--- config.mk ---
export PLATFORM = sky130hd
export DESIGN_NAME = joystick_axis_normalizer_top
export DESIGN_NICKNAME = d
export VERILOG_FILES = /design/src/rtl/jan_pkg.sv /design/src/rtl/jan_axis.sv /design/src/rtl/jan_dir.sv /design/src/rtl/joystick_axis_normalizer_top.sv
export SDC_FILE = /design/constraint.sdc
export NUM_CORES = 1
export LEC_CHECK = 0
export BUFFER_PORTS_ARGS = -buffer_cell sky130_fd_sc_hd__buf_4
export CORE_ASPECT_RATIO = 0.7
export CORE_MARGIN = 8
export CORE_UTILIZATION = 40
export CTS_CLUSTER_DIAMETER = 200
export CTS_CLUSTER_SIZE = 16
export DETAILED_ROUTE_END_ITERATION = 10
export SYNTH_ARGS = -nofsm -noshare
export SYNTH_HDL_FRONTEND = slang
export SYNTH_SLANG_ARGS = --single-unit
export TNS_END_PERCENT = 30
--- constraint.sdc ---
create_clock -name clk -period 26.4 [get_ports clk]
set_input_delay 1.32 -clock clk [delete_from_list [all_inputs] [get_ports clk]]
set_output_delay 1.32 -clock clk [all_outputs]
set_load 0.01 [all_outputs]
--- src/rtl/jan_pkg.sv ---
// Types, constants and register codes for the joystick axis normalizer.
// No dependencies; every other file imports this package.
`default_nettype none
package jan_pkg;
	localparam int SAMPLE_BITS = 10;
	localparam int BAND_BITS = 7;
	localparam int QBITS = 7;
	localparam int MUL_W = SAMPLE_BITS + 7;
	localparam int AXIS_LAT = QBITS + 3;
	localparam int CFG_IDX_W = 3;

	localparam logic [MUL_W-1:0] SCALE = MUL_W'(100);
	localparam logic [MUL_W-1:0] SAT_LIMIT = MUL_W'(101);
	localparam logic [QBITS-1:0] FULL_SCALE = QBITS'(100);

	localparam logic [4:0] DIR_UP = 5'b00001;
	localparam logic [4:0] DIR_DOWN = 5'b00010;
	localparam logic [4:0] DIR_LEFT = 5'b00100;
	localparam logic [4:0] DIR_RIGHT = 5'b01000;
	localparam logic [4:0] DIR_CENTER = 5'b10000;
	localparam logic [7:0] LED_BUTTON = 8'h80;

	localparam logic [SAMPLE_BITS-1:0] CENTER_RST = SAMPLE_BITS'(512);
	localparam logic [SAMPLE_BITS-1:0] MIN_RST = '0;
	localparam logic [SAMPLE_BITS-1:0] MAX_RST = SAMPLE_BITS'(1023);
	localparam logic [BAND_BITS-1:0] BAND_RST = BAND_BITS'(50);

	typedef logic [SAMPLE_BITS-1:0] sample_t;

	typedef enum logic [CFG_IDX_W-1:0] {
		CFG_CENTER_X = 3'd0,
		CFG_CENTER_Y = 3'd1,
		CFG_MINIMUM_X = 3'd2,
		CFG_MAXIMUM_X = 3'd3,
		CFG_MINIMUM_Y = 3'd4,
		CFG_MAXIMUM_Y = 3'd5,
		CFG_DEAD_BAND = 3'd6
	} cfg_idx_t;

	typedef struct packed {
		sample_t sample_x;
		sample_t sample_y;
		logic button_level;
	} in_item_t;

	typedef struct packed {
		logic signed [7:0] position_x;
		logic signed [7:0] position_y;
		logic [4:0] direction_mask;
		logic pressed;
		logic [7:0] led_pattern;
	} out_item_t;

	// Per-axis quotient: magnitude is valid only when neither sat nor zero is set
	typedef struct packed {
		logic sat;
		logic neg;
		logic zero;
		logic [QBITS-1:0] mag;
	} axis_res_t;
endpackage
`default_nettype wire

--- src/rtl/jan_axis.sv ---
// One axis: center offset, span select, x100 scale and a restoring quotient
// pipeline, one quotient bit per stage. Depends on jan_pkg.
`default_nettype none
module jan_axis (
	input wire logic clk,
	input wire logic en,
	input wire jan_pkg::sample_t sample,
	input wire jan_pkg::sample_t center,
	input wire jan_pkg::sample_t lo,
	input wire jan_pkg::sample_t hi,
	output jan_pkg::axis_res_t res
);
	import jan_pkg::*;

	logic signed [SAMPLE_BITS:0] off;
	logic signed [SAMPLE_BITS:0] span;
	logic signed [SAMPLE_BITS:0] off_abs;
	logic signed [SAMPLE_BITS:0] span_abs;

	logic [SAMPLE_BITS-1:0] off_mag_s1;
	logic [SAMPLE_BITS-1:0] span_mag_s1;
	logic neg_s1, zero_s1, zspan_s1;

	logic [MUL_W-1:0] num_s2;
	logic [MUL_W-1:0] lim_s2;
	logic [SAMPLE_BITS-1:0] den_s2;
	logic neg_s2, zero_s2, zspan_s2;

	// index 0 is the third stage, index k+1 follows quotient step k
	logic [MUL_W-1:0] rem_s [QBITS+1];
	logic [SAMPLE_BITS-1:0] den_s [QBITS+1];
	logic [QBITS-1:0] quo_s [QBITS+1];
	logic [2:0] flg_s [QBITS+1];

	always_comb begin
		off = $signed({1'b0, sample}) - $signed({1'b0, center});
		if (off > 0) begin
			span = $signed({1'b0, hi}) - $signed({1'b0, center});
		end else begin
			span = $signed({1'b0, center}) - $signed({1'b0, lo});
		end
		off_abs = off[SAMPLE_BITS] ? -off : off;
		span_abs = span[SAMPLE_BITS] ? -span : span;
	end

	always_ff @(posedge clk) begin
		if (en) begin
			off_mag_s1 <= off_abs[SAMPLE_BITS-1:0];
			span_mag_s1 <= span_abs[SAMPLE_BITS-1:0];
			zero_s1 <= (off == '0);
			zspan_s1 <= (span == '0);
			// zero span saturates by the offset sign alone
			neg_s1 <= (span == '0) ? off[SAMPLE_BITS] : (off[SAMPLE_BITS] ^ span[SAMPLE_BITS]);
		end
	end

	always_ff @(posedge clk) begin
		if (en) begin
			num_s2 <= MUL_W'(off_mag_s1) * SCALE;
			lim_s2 <= MUL_W'(span_mag_s1) * SAT_LIMIT;
			den_s2 <= span_mag_s1;
			neg_s2 <= neg_s1;
			zero_s2 <= zero_s1;
			zspan_s2 <= zspan_s1;
		end
	end

	// quotient reaches 101 or more: clamp, else it fits in QBITS bits
	always_ff @(posedge clk) begin
		if (en) begin
			rem_s[0] <= num_s2;
			den_s[0] <= den_s2;
			quo_s[0] <= '0;
			flg_s[0] <= {zspan_s2 | (num_s2 >= lim_s2), neg_s2, zero_s2};
		end
	end

	for (genvar i = 0; i < QBITS; i++) begin : g_step
		localparam int SH = QBITS - 1 - i;
		logic [MUL_W-1:0] trial;
		logic take;

		assign trial = MUL_W'(den_s[i]) << SH;
		assign take = (rem_s[i] >= trial);

		always_ff @(posedge clk) begin
			if (en) begin
				rem_s[i+1] <= take ? (rem_s[i] - trial) : rem_s[i];
				den_s[i+1] <= den_s[i];
				quo_s[i+1] <= quo_s[i] | (take ? (QBITS'(1) << SH) : '0);
				flg_s[i+1] <= flg_s[i];
			end
		end
	end

	assign res.sat = flg_s[QBITS][2];
	assign res.neg = flg_s[QBITS][1];
	assign res.zero = flg_s[QBITS][0];
	assign res.mag = quo_s[QBITS];
endmodule
`default_nettype wire

--- src/rtl/jan_dir.sv ---
// Result assembly: signed positions, dead-band direction mask and LED byte.
// Depends on jan_pkg.
`default_nettype none
module jan_dir (
	input wire jan_pkg::axis_res_t res_x,
	input wire jan_pkg::axis_res_t res_y,
	input wire logic [jan_pkg::BAND_BITS-1:0] band,
	input wire logic button_level,
	output jan_pkg::out_item_t item
);
	import jan_pkg::*;

	logic [QBITS-1:0] ax, ay;
	logic out_x, out_y;
	logic [4:0] dir;
	logic pressed;

	always_comb begin
		priority if (res_x.zero) begin
			ax = '0;
		end else if (res_x.sat) begin
			ax = FULL_SCALE;
		end else begin
			ax = res_x.mag;
		end
		priority if (res_y.zero) begin
			ay = '0;
		end else if (res_y.sat) begin
			ay = FULL_SCALE;
		end else begin
			ay = res_y.mag;
		end

		out_x = (ax > band);
		out_y = (ay > band);
		dir = '0;
		if (out_x || out_y) begin
			if (out_y && !res_y.neg) dir = dir | DIR_UP;
			if (out_y && res_y.neg) dir = dir | DIR_DOWN;
			if (out_x && !res_x.neg) dir = dir | DIR_RIGHT;
			if (out_x && res_x.neg) dir = dir | DIR_LEFT;
		end else begin
			dir = DIR_CENTER;
		end
		pressed = !button_level;

		item.position_x = res_x.neg ? -$signed({1'b0, ax}) : $signed({1'b0, ax});
		item.position_y = res_y.neg ? -$signed({1'b0, ay}) : $signed({1'b0, ay});
		item.direction_mask = dir;
		item.pressed = pressed;
		item.led_pattern = {3'b000, dir} | (pressed ? LED_BUTTON : 8'h00);
	end
endmodule
`default_nettype wire

--- src/rtl/joystick_axis_normalizer_top.sv ---
// Joystick axis normalizer top: calibration registers, pipeline control
// and output register. Depends on jan_pkg, jan_axis, jan_dir.
`default_nettype none
// Takes one X/Y sample pair per cycle while not stalled and returns the scaled
// -100..100 positions, direction mask and LED byte through three stages for
// offset, x100 scale and the clamp test, seven quotient stages (one bit each)
// per axis, and the output register. Back-pressure on the result side stalls
// every stage together; a new transaction is still taken in the cycle the
// held result leaves. Calibration writes are always ready and must only come
// while no transaction is in flight.
module joystick_axis_normalizer_top (
	input wire logic clk,
	input wire logic arst_n,
	input wire logic in_valid,
	output logic in_ready,
	input wire jan_pkg::in_item_t in_data,
	output logic out_valid,
	input wire logic out_ready,
	output jan_pkg::out_item_t out_data,
	input wire logic cfg_valid,
	output logic cfg_ready,
	input wire logic [jan_pkg::CFG_IDX_W-1:0] cfg_index,
	input wire logic [jan_pkg::SAMPLE_BITS-1:0] cfg_data
);
	import jan_pkg::*;

	sample_t center_x_q, center_y_q, minimum_x_q, maximum_x_q, minimum_y_q, maximum_y_q;
	logic [BAND_BITS-1:0] dead_band_q;

	logic en;
	logic vld_s [AXIS_LAT];
	logic btn_s [AXIS_LAT];
	axis_res_t res_x, res_y;
	out_item_t item;
	logic out_valid_q;
	out_item_t out_data_q;

	assign cfg_ready = 1'b1;

	always_ff @(posedge clk or negedge arst_n) begin
		if (!arst_n) begin
			center_x_q <= CENTER_RST;
			center_y_q <= CENTER_RST;
			minimum_x_q <= MIN_RST;
			maximum_x_q <= MAX_RST;
			minimum_y_q <= MIN_RST;
			maximum_y_q <= MAX_RST;
			dead_band_q <= BAND_RST;
		end else if (cfg_valid) begin
			unique case (cfg_idx_t'(cfg_index))
				CFG_CENTER_X: center_x_q <= cfg_data;
				CFG_CENTER_Y: center_y_q <= cfg_data;
				CFG_MINIMUM_X: minimum_x_q <= cfg_data;
				CFG_MAXIMUM_X: maximum_x_q <= cfg_data;
				CFG_MINIMUM_Y: minimum_y_q <= cfg_data;
				CFG_MAXIMUM_Y: maximum_y_q <= cfg_data;
				CFG_DEAD_BAND: dead_band_q <= cfg_data[BAND_BITS-1:0];
				default: ;
			endcase
		end
	end

	// advance the whole pipeline unless a finished result is held
	assign en = !out_valid_q || out_ready;
	assign in_ready = en;

	always_ff @(posedge clk or negedge arst_n) begin
		if (!arst_n) begin
			for (int i = 0; i < AXIS_LAT; i++) begin
				vld_s[i] <= 1'b0;
			end
		end else if (en) begin
			vld_s[0] <= in_valid;
			for (int i = 1; i < AXIS_LAT; i++) begin
				vld_s[i] <= vld_s[i-1];
			end
		end
	end

	always_ff @(posedge clk) begin
		if (en) begin
			btn_s[0] <= in_data.button_level;
			for (int i = 1; i < AXIS_LAT; i++) begin
				btn_s[i] <= btn_s[i-1];
			end
		end
	end

	jan_axis u_axis_x (
		.clk(clk),
		.en(en),
		.sample(in_data.sample_x),
		.center(center_x_q),
		.lo(minimum_x_q),
		.hi(maximum_x_q),
		.res(res_x)
	);

	jan_axis u_axis_y (
		.clk(clk),
		.en(en),
		.sample(in_data.sample_y),
		.center(center_y_q),
		.lo(minimum_y_q),
		.hi(maximum_y_q),
		.res(res_y)
	);

	jan_dir u_dir (
		.res_x(res_x),
		.res_y(res_y),
		.band(dead_band_q),
		.button_level(btn_s[AXIS_LAT-1]),
		.item(item)
	);

	always_ff @(posedge clk or negedge arst_n) begin
		if (!arst_n) begin
			out_valid_q <= 1'b0;
		end else if (en) begin
			out_valid_q <= vld_s[AXIS_LAT-1];
		end
	end

	always_ff @(posedge clk) begin
		if (en) begin
			out_data_q <= item;
		end
	end

	assign out_valid = out_valid_q;
	assign out_data = out_data_q;
endmodule
`default_nettype wire
=== Yosys cells after proc, flatten, opt, wreduce, memory -nomap -nowiden ===
Memory sizes are Yosys's and may differ from the RTL's.
Index checks and enable logic that the tools add are counted.

* Flip-flop bits (word level): 244
* RAM bits: 602
* Bits of input ports: 39
* Output and inout port bits: 33
* Logic and storage cells: 203
* Memories: 9

* Add/subtract/negate cells: 26
* Multiply operators: 4
* Order comparisons: 20
* Equal/unequal tests: 6
* Muxes and demuxes: 50
* Bitwise gates (word level): 19
* Reduce and logical (&&, ||, !) cells: 22

{| class="wikitable"
|+ Memory list
! name !! depth !! width !! read ports !! clocked after memory_dff !! wr ports !! line !! source
|-
| u_axis_x.rem_s || 8 || 17 || 7 || 0 || 8 || jan_axis.sv:30 || <nowiki>logic [MUL_W-1:0] rem_s [QBITS+1];</nowiki>
|-
| u_axis_y.rem_s || 8 || 17 || 7 || 0 || 8 || jan_axis.sv:30 ||
|-
| u_axis_x.den_s || 8 || 10 || 7 || 0 || 8 || jan_axis.sv:31 || <nowiki>logic [SAMPLE_BITS-1:0] den_s [QBITS+1];</nowiki>
|-
| u_axis_y.den_s || 8 || 10 || 7 || 0 || 8 || jan_axis.sv:31 ||
|-
| u_axis_x.quo_s || 8 || 7 || 8 || 0 || 8 || jan_axis.sv:32 || <nowiki>logic [QBITS-1:0] quo_s [QBITS+1];</nowiki>
|-
| u_axis_y.quo_s || 8 || 7 || 8 || 0 || 8 || jan_axis.sv:32 ||
|-
| 3 more memories || - || - || - || - || - || - ||
|}

{| class="wikitable"
|+ Operators with widths
! kind !! number
|-
| 17-bit 2-to-1 mux || 14
|-
| 7-bit OR || 14
|-
| 10-bit by 10-bit subtractor with 11-bit output || 6
|-
| 7-bit 2-to-1 mux || 8
|-
| 11-bit zero test || 4
|-
| 10-bit 2-to-1 mux || 4
|-
| 10-bit negator || 4
|-
| 17-bit by 10-bit >= comparator with 1-bit output || 2
|-
| 17-bit by 11-bit >= comparator with 1-bit output || 2
|-
| 17-bit by 12-bit >= comparator with 1-bit output || 2
|-
| 17-bit by 13-bit >= comparator with 1-bit output || 2
|-
| 17-bit by 14-bit >= comparator with 1-bit output || 2
|-
| 17-bit by 15-bit >= comparator with 1-bit output || 2
|-
| 17-bit by 16-bit >= comparator with 1-bit output || 2
|-
| 17-bit >= comparator || 2
|-
| 10-bit by 7-bit multiplier with 17-bit output (second input constant) || 2
|-
| 17-bit by 10-bit subtractor with 17-bit output || 2
|-
| 17-bit by 11-bit subtractor with 17-bit output || 2
|-
| 17-bit by 12-bit subtractor with 17-bit output || 2
|-
| 17-bit by 13-bit subtractor with 17-bit output || 2
|-
| 17-bit by 14-bit subtractor with 17-bit output || 2
|-
| 17-bit by 15-bit subtractor with 17-bit output || 2
|-
| 17-bit by 16-bit subtractor with 17-bit output || 2
|-
| 10-bit by 5-bit multiplier with 15-bit output (second input constant) || 2
|-
| 22 further kinds || 59
|}

=== Logic depth before layout (Yosys ltp) ===
Gate-level depths: netlist (run 1).
An unclocked memory read counts as a cell.

* Depth after elaboration: 11
* Gate-level depth with buffers: 20
* Depth with buffers taken out: 19

=== Modules after synthesis ===
A second synthesis (run 1) with hierarchy kept.

* Cells, all modules: 3382
* Area, all modules: 40317.4 um2

{| class="wikitable"
|+ Modules (own cells, without submodules)
! module !! times used !! cells an instance !! area each (um2) !! sequential area each (um2)
|-
| jan_axis at u_axis_y || 1 || 1521 || 17680.7 || 8828.5
|-
| jan_axis at u_axis_x || 1 || 1516 || 17498.0 || 8828.5
|-
| joystick_axis_normalizer_top || 1 || 214 || 4257.8 || 3184.3
|-
| jan_dir || 1 || 131 || 880.8 || 0.0
|}

=== Worst setup path after synthesis (run 1) ===
OpenSTA, ideal clock, no wires.

* Path kind: in2out
* Start point: in out_ready
* End point: out in_ready
* Data arrival time: 13567 ps
* Data required time: 25080 ps
* Slack: 11513 ps
* Stages on the path: 3
* Path buffers: 1
* Path through: nor2b_1 -> clkbuf_1 -> inv_1

* Longest elaborated chain between the ends: 1

{| class="wikitable"
|+ Ends and longest elaborated chain
! what !! line !! source
|-
| from (decl) || joystick_axis_normalizer_top.sv:18 || <nowiki>input wire logic out_ready,</nowiki>
|-
| 1-bit logical OR || joystick_axis_normalizer_top.sv:64 || <nowiki>assign en = !out_valid_q || out_ready;</nowiki>
|-
| to (decl) || joystick_axis_normalizer_top.sv:15 || <nowiki>output logic in_ready,</nowiki>
|}

Every way passes these cells.

=== Worst setup path in the final report (run 1) ===
* Start point: in in_data[11] in the netlist's numbering
* End point: reg u_axis_x.span_mag_s1[8], data pin

* Longest elaborated chain between the ends: 5

{| class="wikitable"
|+ Ends and longest elaborated chain
! what !! line !! source
|-
| from (decl) || joystick_axis_normalizer_top.sv:16 || <nowiki>input wire jan_pkg::in_item_t in_data,</nowiki>
|-
| 10-bit by 10-bit subtractor with 11-bit output || jan_axis.sv:36 || <nowiki>off = $signed({1'b0, sample}) - $signed({1'b0, center});</nowiki>
|-
| 11-bit by 1-bit > comparator with 1-bit output || jan_axis.sv:37 || <nowiki>if (off > 0) begin</nowiki>
|-
| 11-bit 2-to-1 mux || jan_axis.sv:37 ||
|-
| named net u_axis_x.span[0] || jan_axis.sv:16 || <nowiki>logic signed [SAMPLE_BITS:0] span;</nowiki>
|-
| 10-bit negator || jan_axis.sv:43 || <nowiki>span_abs = span[SAMPLE_BITS] ? -span : span;</nowiki>
|-
| 10-bit 2-to-1 mux || jan_axis.sv:43 ||
|-
| named net u_axis_x.span_abs[8] || jan_axis.sv:18 || <nowiki>logic signed [SAMPLE_BITS:0] span_abs;</nowiki>
|-
| to (signal assigned) || jan_axis.sv:49 || <nowiki>span_mag_s1 <= span_abs[SAMPLE_BITS-1:0];</nowiki>
|-
| to (decl) || jan_axis.sv:21 || <nowiki>logic [SAMPLE_BITS-1:0] span_mag_s1;</nowiki>
|}

The timed path passes the listed nets, and every way through them passes these cells.
A chain may end at the register's enable or synchronous reset.

==> flow_summary.yaml, run 1 <==
cts:
  cts_sinks: 698
  cts_made_buffers: 49
  post-cts-setup-buffers: 0
  clock_tree.root_cell: "clkbuf_16"
  cts_buffer_depth: 3
  cts_tree: "built"
  cts.repair.resized: 0
  clkTransAtPathRegs_ns: 0.07
  h-tree-depth: 2
  clk_latency_ns: 0.64
  holdBufCountCts: 0
yosys:
  ys_seq_area_share_pct: 52.6
  syn_area_um2: 39100
  ys_types: 78
  synth_edf_count: 620
  avgSynthCellArea_um2: 11.6
  ys_ff_latch: 698
  synthFlopType: "edfxtp_1"
  syn_inst: 3361
  yosys_warnings: 0
  synthArstFlopShare_pct: 11.2
worst_setup_path:
  critPathKind: "input port to flip-flop"
  arrival_ns: 5.76
  worstPathRequired_ns: 26.75
  crit_start: "in_data[11]"
  start_kind: "input port"
  cp-end-kind: "flip-flop"
  timing.rr.start: "center_x_q[0]"
  worst-path-max-fanout: 24
floorplanning:
  dieArea_um2: 108000
  row_count: 96
  core_area_um2: 97500
  die_x_um: 390
  start_util_pct: 40.1
  die_h_um: 278
  io_pins: 72
sta:
  slew_violations: 0
  setup_viol: 0
  slew_headroom_pct: 18.3
  tns_ns: 0
  tightest_slew_ns: 1.22
  period_minus_slack_ns: 5.41
  rsz0062_at_grt: "false"
  fmax_mhz: 185
  finClkSkew_ns: 0.0364
  fin_ws_ns: 20.99
  period_share_pct: 20.5
  hold_viol_final: 0
drt:
  dr.pass1.iters: 6
  drt_iter0_markers: 1576
  wl_mm: 75.0
  vias: 23500
  post_drt_wl_per_cell_um: 15.6
  routed_via_density: 4.91
  remaining_drc_errors: 0
  drtAntennaViolNets: 0
hold_path:
  hp-start: "u_axis_y.den_s2[9]"
  hold_path_class: "flip-flop to flip-flop"
place:
  port_buffers: 68
  routabilityCongestion: 0.818
  pre_cts_slack_ns: 20.34
  dpl.cell_count: 4714
  place_area_um2: 41200
  hpwl_mm: 56.7
job:
  cap_violations: 0
global_routing:
  grt_usage_pct: 13.7
  grt_pass1_vias: 22800
  grt_pass1_wl_mm: 122
  overflow: 0
  grt_antenna_before_repair: 3
  grt_max_degree: 165
layout:
  nets: 3942
  finalInstanceArea_um2: 42600
  stdcell_count: 4795
  fillers: 9107
  drive_above_1_share_pct: 7.20
  area_growth_syn_to_layout_pct: 8.90
outcome:
  status: "finished, final reports clean"
[Yosys cell counts (44+ instances only)]
master / count / area (um2)
nor3_1: 60 / 300
edfxtp_1: 620 / 18600
nand2_1: 227 / 852
mux2_2: 52 / 586
xor2_1: 60 / 526
nor2b_1: 58 / 363
nand2b_1: 44 / 275
a21oi_1: 167 / 836
fa_1: 46 / 921
inv_1: 444 / 1670
dfrtp_1: 53 / 1330
o21ai_0: 215 / 1080
a21o_1: 74 / 556
nor2_1: 177 / 664
ha_1: 415 / 5190
xnor2_1: 170 / 1490
[placed cells by master (no fill, tap or decap), drive strengths merged, types with 28 or more instances in the layout]
cell type	netlist	final
a21o	74	74
a21oi	168	168
buf	16	82
clkbuf	37	75
dfrtp	53	53
edfxtp	620	620
fa	46	46
ha	415	415
inv	445	446
mux2	54	54
nand2	227	227
nand2b	44	44
nand3	37	37
nor2	177	177
nor2b	58	58
nor3	61	61
o21a	31	31
o21ai	218	218
o31ai	28	28
xnor2	170	170
xor2	60	60
[logic make-up after synthesis]
family                     count (synthesis)  synth area share (%)
and+or+nand+nor                          743                  9.26
xor gates and xnor gates                 230                  5.15
DFF                                      698                  52.6
buffers and inverters                    498                  4.90
AOI/OAI and AO/OA                        655                  10.3
other                                      2                0.0192
muxes                                     74                  2.08
adders and majority gates                461                  15.6
[worst max-delay path, cell delays in order]
cell      delay [ns]
buf_4           0.12
inv_1           0.05
ha_1            0.20
inv_1           0.07
fa_1            0.39
a21o_1          0.21
a21oi_1         0.18
xnor2_1         0.15
nor4_2          0.39
nand2_1         0.18
o311ai_4        0.86
mux2i_1         0.22
inv_1           0.10
ha_1            0.26
nand2_1         0.11
or4_1           0.41
mux2_2          0.28
a21oi_1         0.12
mux2i_1         0.09
[routing by layer]
| layer | up-vias | wire length, um | track usage [%] |
|---|---|---|---|
| met3 | 78 | 4100 | 2.86 |
| met1 | 11000 | 42200 | 22.4 |
| met2 | 394 | 27600 | 18.2 |
| met4 | 0 | 1110 | 2.55 |
| li1 | 12100 | - | - |
| met5 | - | 0 | 0 |
[per-stage QoR]
step,util (%),hold slack [ns]
6_report,43.7,0.402
5_1_grt,43.7,0.411
4_1_cts,43.7,0.402
3_5_place_dp,42.3,0.405
3_3_place_gp,42.3,0.400
2_1_floorplan,-,0.400
[final timing paths]
kind                       depth (start not counted)                 endpoint  slack (ns)
setup / recovery                                  19  u_axis_x.span_mag_s1[8]       20.99
hold / removal                                     0     u_axis_y.den_s[0][9]        0.40
setup reg to reg                                  17  u_axis_x.span_mag_s1[8]       21.45
hold reg to reg                                    0     u_axis_y.den_s[0][9]        0.40
max in group asynchronous                          2           dead_band_q[2]       24.77
min in group asynchronous                          1            center_x_q[4]        0.53
[registers in the layout (all words and copies together) (netlist names), 22 cells and up]
name            count
u_axis_x.den_s     70
u_axis_x.flg_s     24
u_axis_x.rem_s    106
u_axis_y.quo_s     28
out_data           22
u_axis_y.rem_s    106
u_axis_y.flg_s     24
u_axis_x.quo_s     28
u_axis_y.den_s     70
[area by class of cell]
class	instances	area (um2)	share of cell area, %
antenna	2	5.00	0.0117
clock buffer	75	1320	3.11
clock inverter	4	75.1	0.176
inverter	445	1680	3.94
multi-input combinational	2166	16700	39.1
sequential	698	20600	48.3
tap	1323	1660	3.88
timing repair buffer	82	628	1.47
Power of run 1 is left out: the tool's default activity adds up to more than one toggle a clock period on the data nets, which glitch-free logic cannot reach.
==> inputs of run 2 (changes only) <==
Clock period 26.4 ns to 5.4 ns, I/O delays scaled along.
==> run 2 against run 1 <==
Compared with the run above: global-route usage is 0.19 points lower; worst setup slack worse by 20 ns; first-iteration DRC count is 2.3% lower; register-to-register slack worse by 21 ns; die area stayed put; utilization is 0.15 points higher; non-clock buffer count is 15 higher; design area is 0.33% higher; routed wire length is 1.5% lower; critical path depth is 2 lower; final cell count hardly changed; hold slack worse by 0.35 ns.
==> flow_summary.yaml, run 2 (same netlist as run 1, synthesis figures left out) <==
cts:
  cts_buffer_depth: 3
  cts_made_buffers: 49
  cts_sinks: 698
  h-tree-depth: 2
  clk_latency_ns: 0.65
  clkTransAtPathRegs_ns: 0.07
  cts_tree: "built"
  clock_tree.root_cell: "clkbuf_16"
worst_setup_path:
  cp_slowest_cell: "o311ai_4"
  start_kind: "flip-flop"
  critPathMaxStageDelay_ns: 0.46
  critPathKind: "flip-flop to flip-flop"
  cp_common_cell: "a21oi_1"
  worst-path-max-fanout: 6
  cp-end-kind: "flip-flop"
  worstPathRequired_ns: 5.78
  path_cells: "ha_1 > inv_1 > fa_1 > a21o_1 > a21oi_1 > xnor2_1 > nor4_2 > nand2_1 > o311ai_4 > nor2_1 > a21oi_1 > ha_1 > nand2_1 > or4_1 > mux2_2 > a21oi_1 > mux2i_1"
  arrival_ns: 4.90
layout:
  drive_above_1_share_pct: 7.28
  fillers: 9057
  final_cell_mix: "620 x edfxtp_1, 443 x inv_1, 415 x ha_1"
  nets: 3957
  seqCellArea_um2: 20600
  reg_top3: "u_axis_x.rem_s: 106 flops, u_axis_y.rem_s: 106 flops"
  stdcell_count: 4799
  multiInputGateArea_um2: 16700
  final_common_cell: "edfxtp_1"
  area_growth_syn_to_layout_pct: 9.27
  fin_util_pct: 43.8
place:
  port_buffers: 68
  hpwl_mm: 56.1
  dpl.cell_count: 4716
  routabilityCongestion: 0.838
  pre_cts_slack_ns: 0.813
global_routing:
  grt_max_degree: 135
  grt_pass1_wl_mm: 120
  grt_usage_pct: 13.5
  grt_antenna_before_repair: 4
  overflow: 0
  grt_pass1_vias: 22600
drt:
  dr.pass1.iters: 5
  drtAntennaViolNets: 0
  routed_via_density: 4.92
  vias: 23600
  post_drt_wl_per_cell_um: 15.4
  remaining_drc_errors: 0
  drt_iter0_markers: 1540
  wl_mm: 73.9
floorplanning:
  row_count: 96
  start_util_pct: 40.1
  dieArea_um2: 108000
  io_pins: 72
  die_h_um: 278
  core_area_um2: 97500
  die_x_um: 390
hold_path:
  hold_path_class: "input port to flip-flop"
sta:
  finClkSkew_ns: 0.0338
  setup_viol: 0
  slew_headroom_pct: 18.6
  hold_viol_final: 0
  slew_violations: 0
  period_minus_slack_ns: 4.51
  rsz0062_at_grt: "false"
  tightest_slew_ns: 1.21
  fin_ws_ns: 0.887
  fmax_mhz: 222
  period_share_pct: 83.6
outcome:
  status: "finished, final reports clean"
job:
  cap_violations: 0
run 2: critical path, delay by kind of cell (launching register included):
| kind | cells | cell delay [ns] |
|---|---|---|
| multiplexers | 2 | 0.37 |
| XOR/XNOR | 1 | 0.16 |
| flip-flops | 1 | 0.38 |
| AND/OR/NAND/NOR | 5 | 1.22 |
| AO/OA/AOI/OAI | 5 | 1.14 |
| buffers and inverters | 1 | 0.08 |
| adder cells (fa/ha/maj) | 3 | 0.89 |
run 2: final cells by class:
cell class / count / share of cell area, %
Antenna cell: 1 / 0.00585
Clock buffer: 65 / 3.01
Clock inverter: 4 / 0.167
Inverter: 445 / 3.91
Multi-Input combinational cell: 2166 / 39.0
Sequential cell: 698 / 48.2
Tap cell: 1323 / 3.87
Timing Repair Buffer: 97 / 1.90
run 2: layer usage:
layer,global-route usage (%),vias to the layer above,share of wire (%)
met1,21.7,11100,55
met3,2.50,79,4.7
met5,0,-,0
met2,18.5,359,38
met4,2.78,0,1.6
li1,-,12100,-
run 2: per-stage QoR:
step | area (um2) | TNS [ns] | hold slack [ns]
2_1_floorplan | 39200 | -3159.48 | -0.0256
3_3_place_gp | 41300 | 0 | 0.400
3_5_place_dp | 41300 | 0 | 0.405
4_1_cts | 42800 | 0 | 0.000108
5_1_grt | 42800 | 0 | 0.0261
6_report | 42800 | 0 | 0.0498
run 2: final timing paths:
path                                      start                       to  slack, ns  depth (start not counted)
max reg2reg                       center_x_q[0]  u_axis_x.span_mag_s1[8]       0.89                         17
min in group asynchronous                arst_n                 vld_s[6]       0.37                          2
min                                   out_ready                 vld_s[5]       0.05                          3
max in group asynchronous                arst_n           dead_band_q[2]       4.36                          2
min reg2reg                u_axis_y.flg_s[0][4]     u_axis_y.flg_s[0][7]       0.39                          0
max                               center_x_q[0]  u_axis_x.span_mag_s1[8]       0.89                         17
run 2: what timing repair did:
action                    CTS  global route
buffers inserted            0             0
hold endpoints to repair  111             0
hold buffers               13             0
gates resized for setup     0             0
Power of run 2 is left out for the same reason.
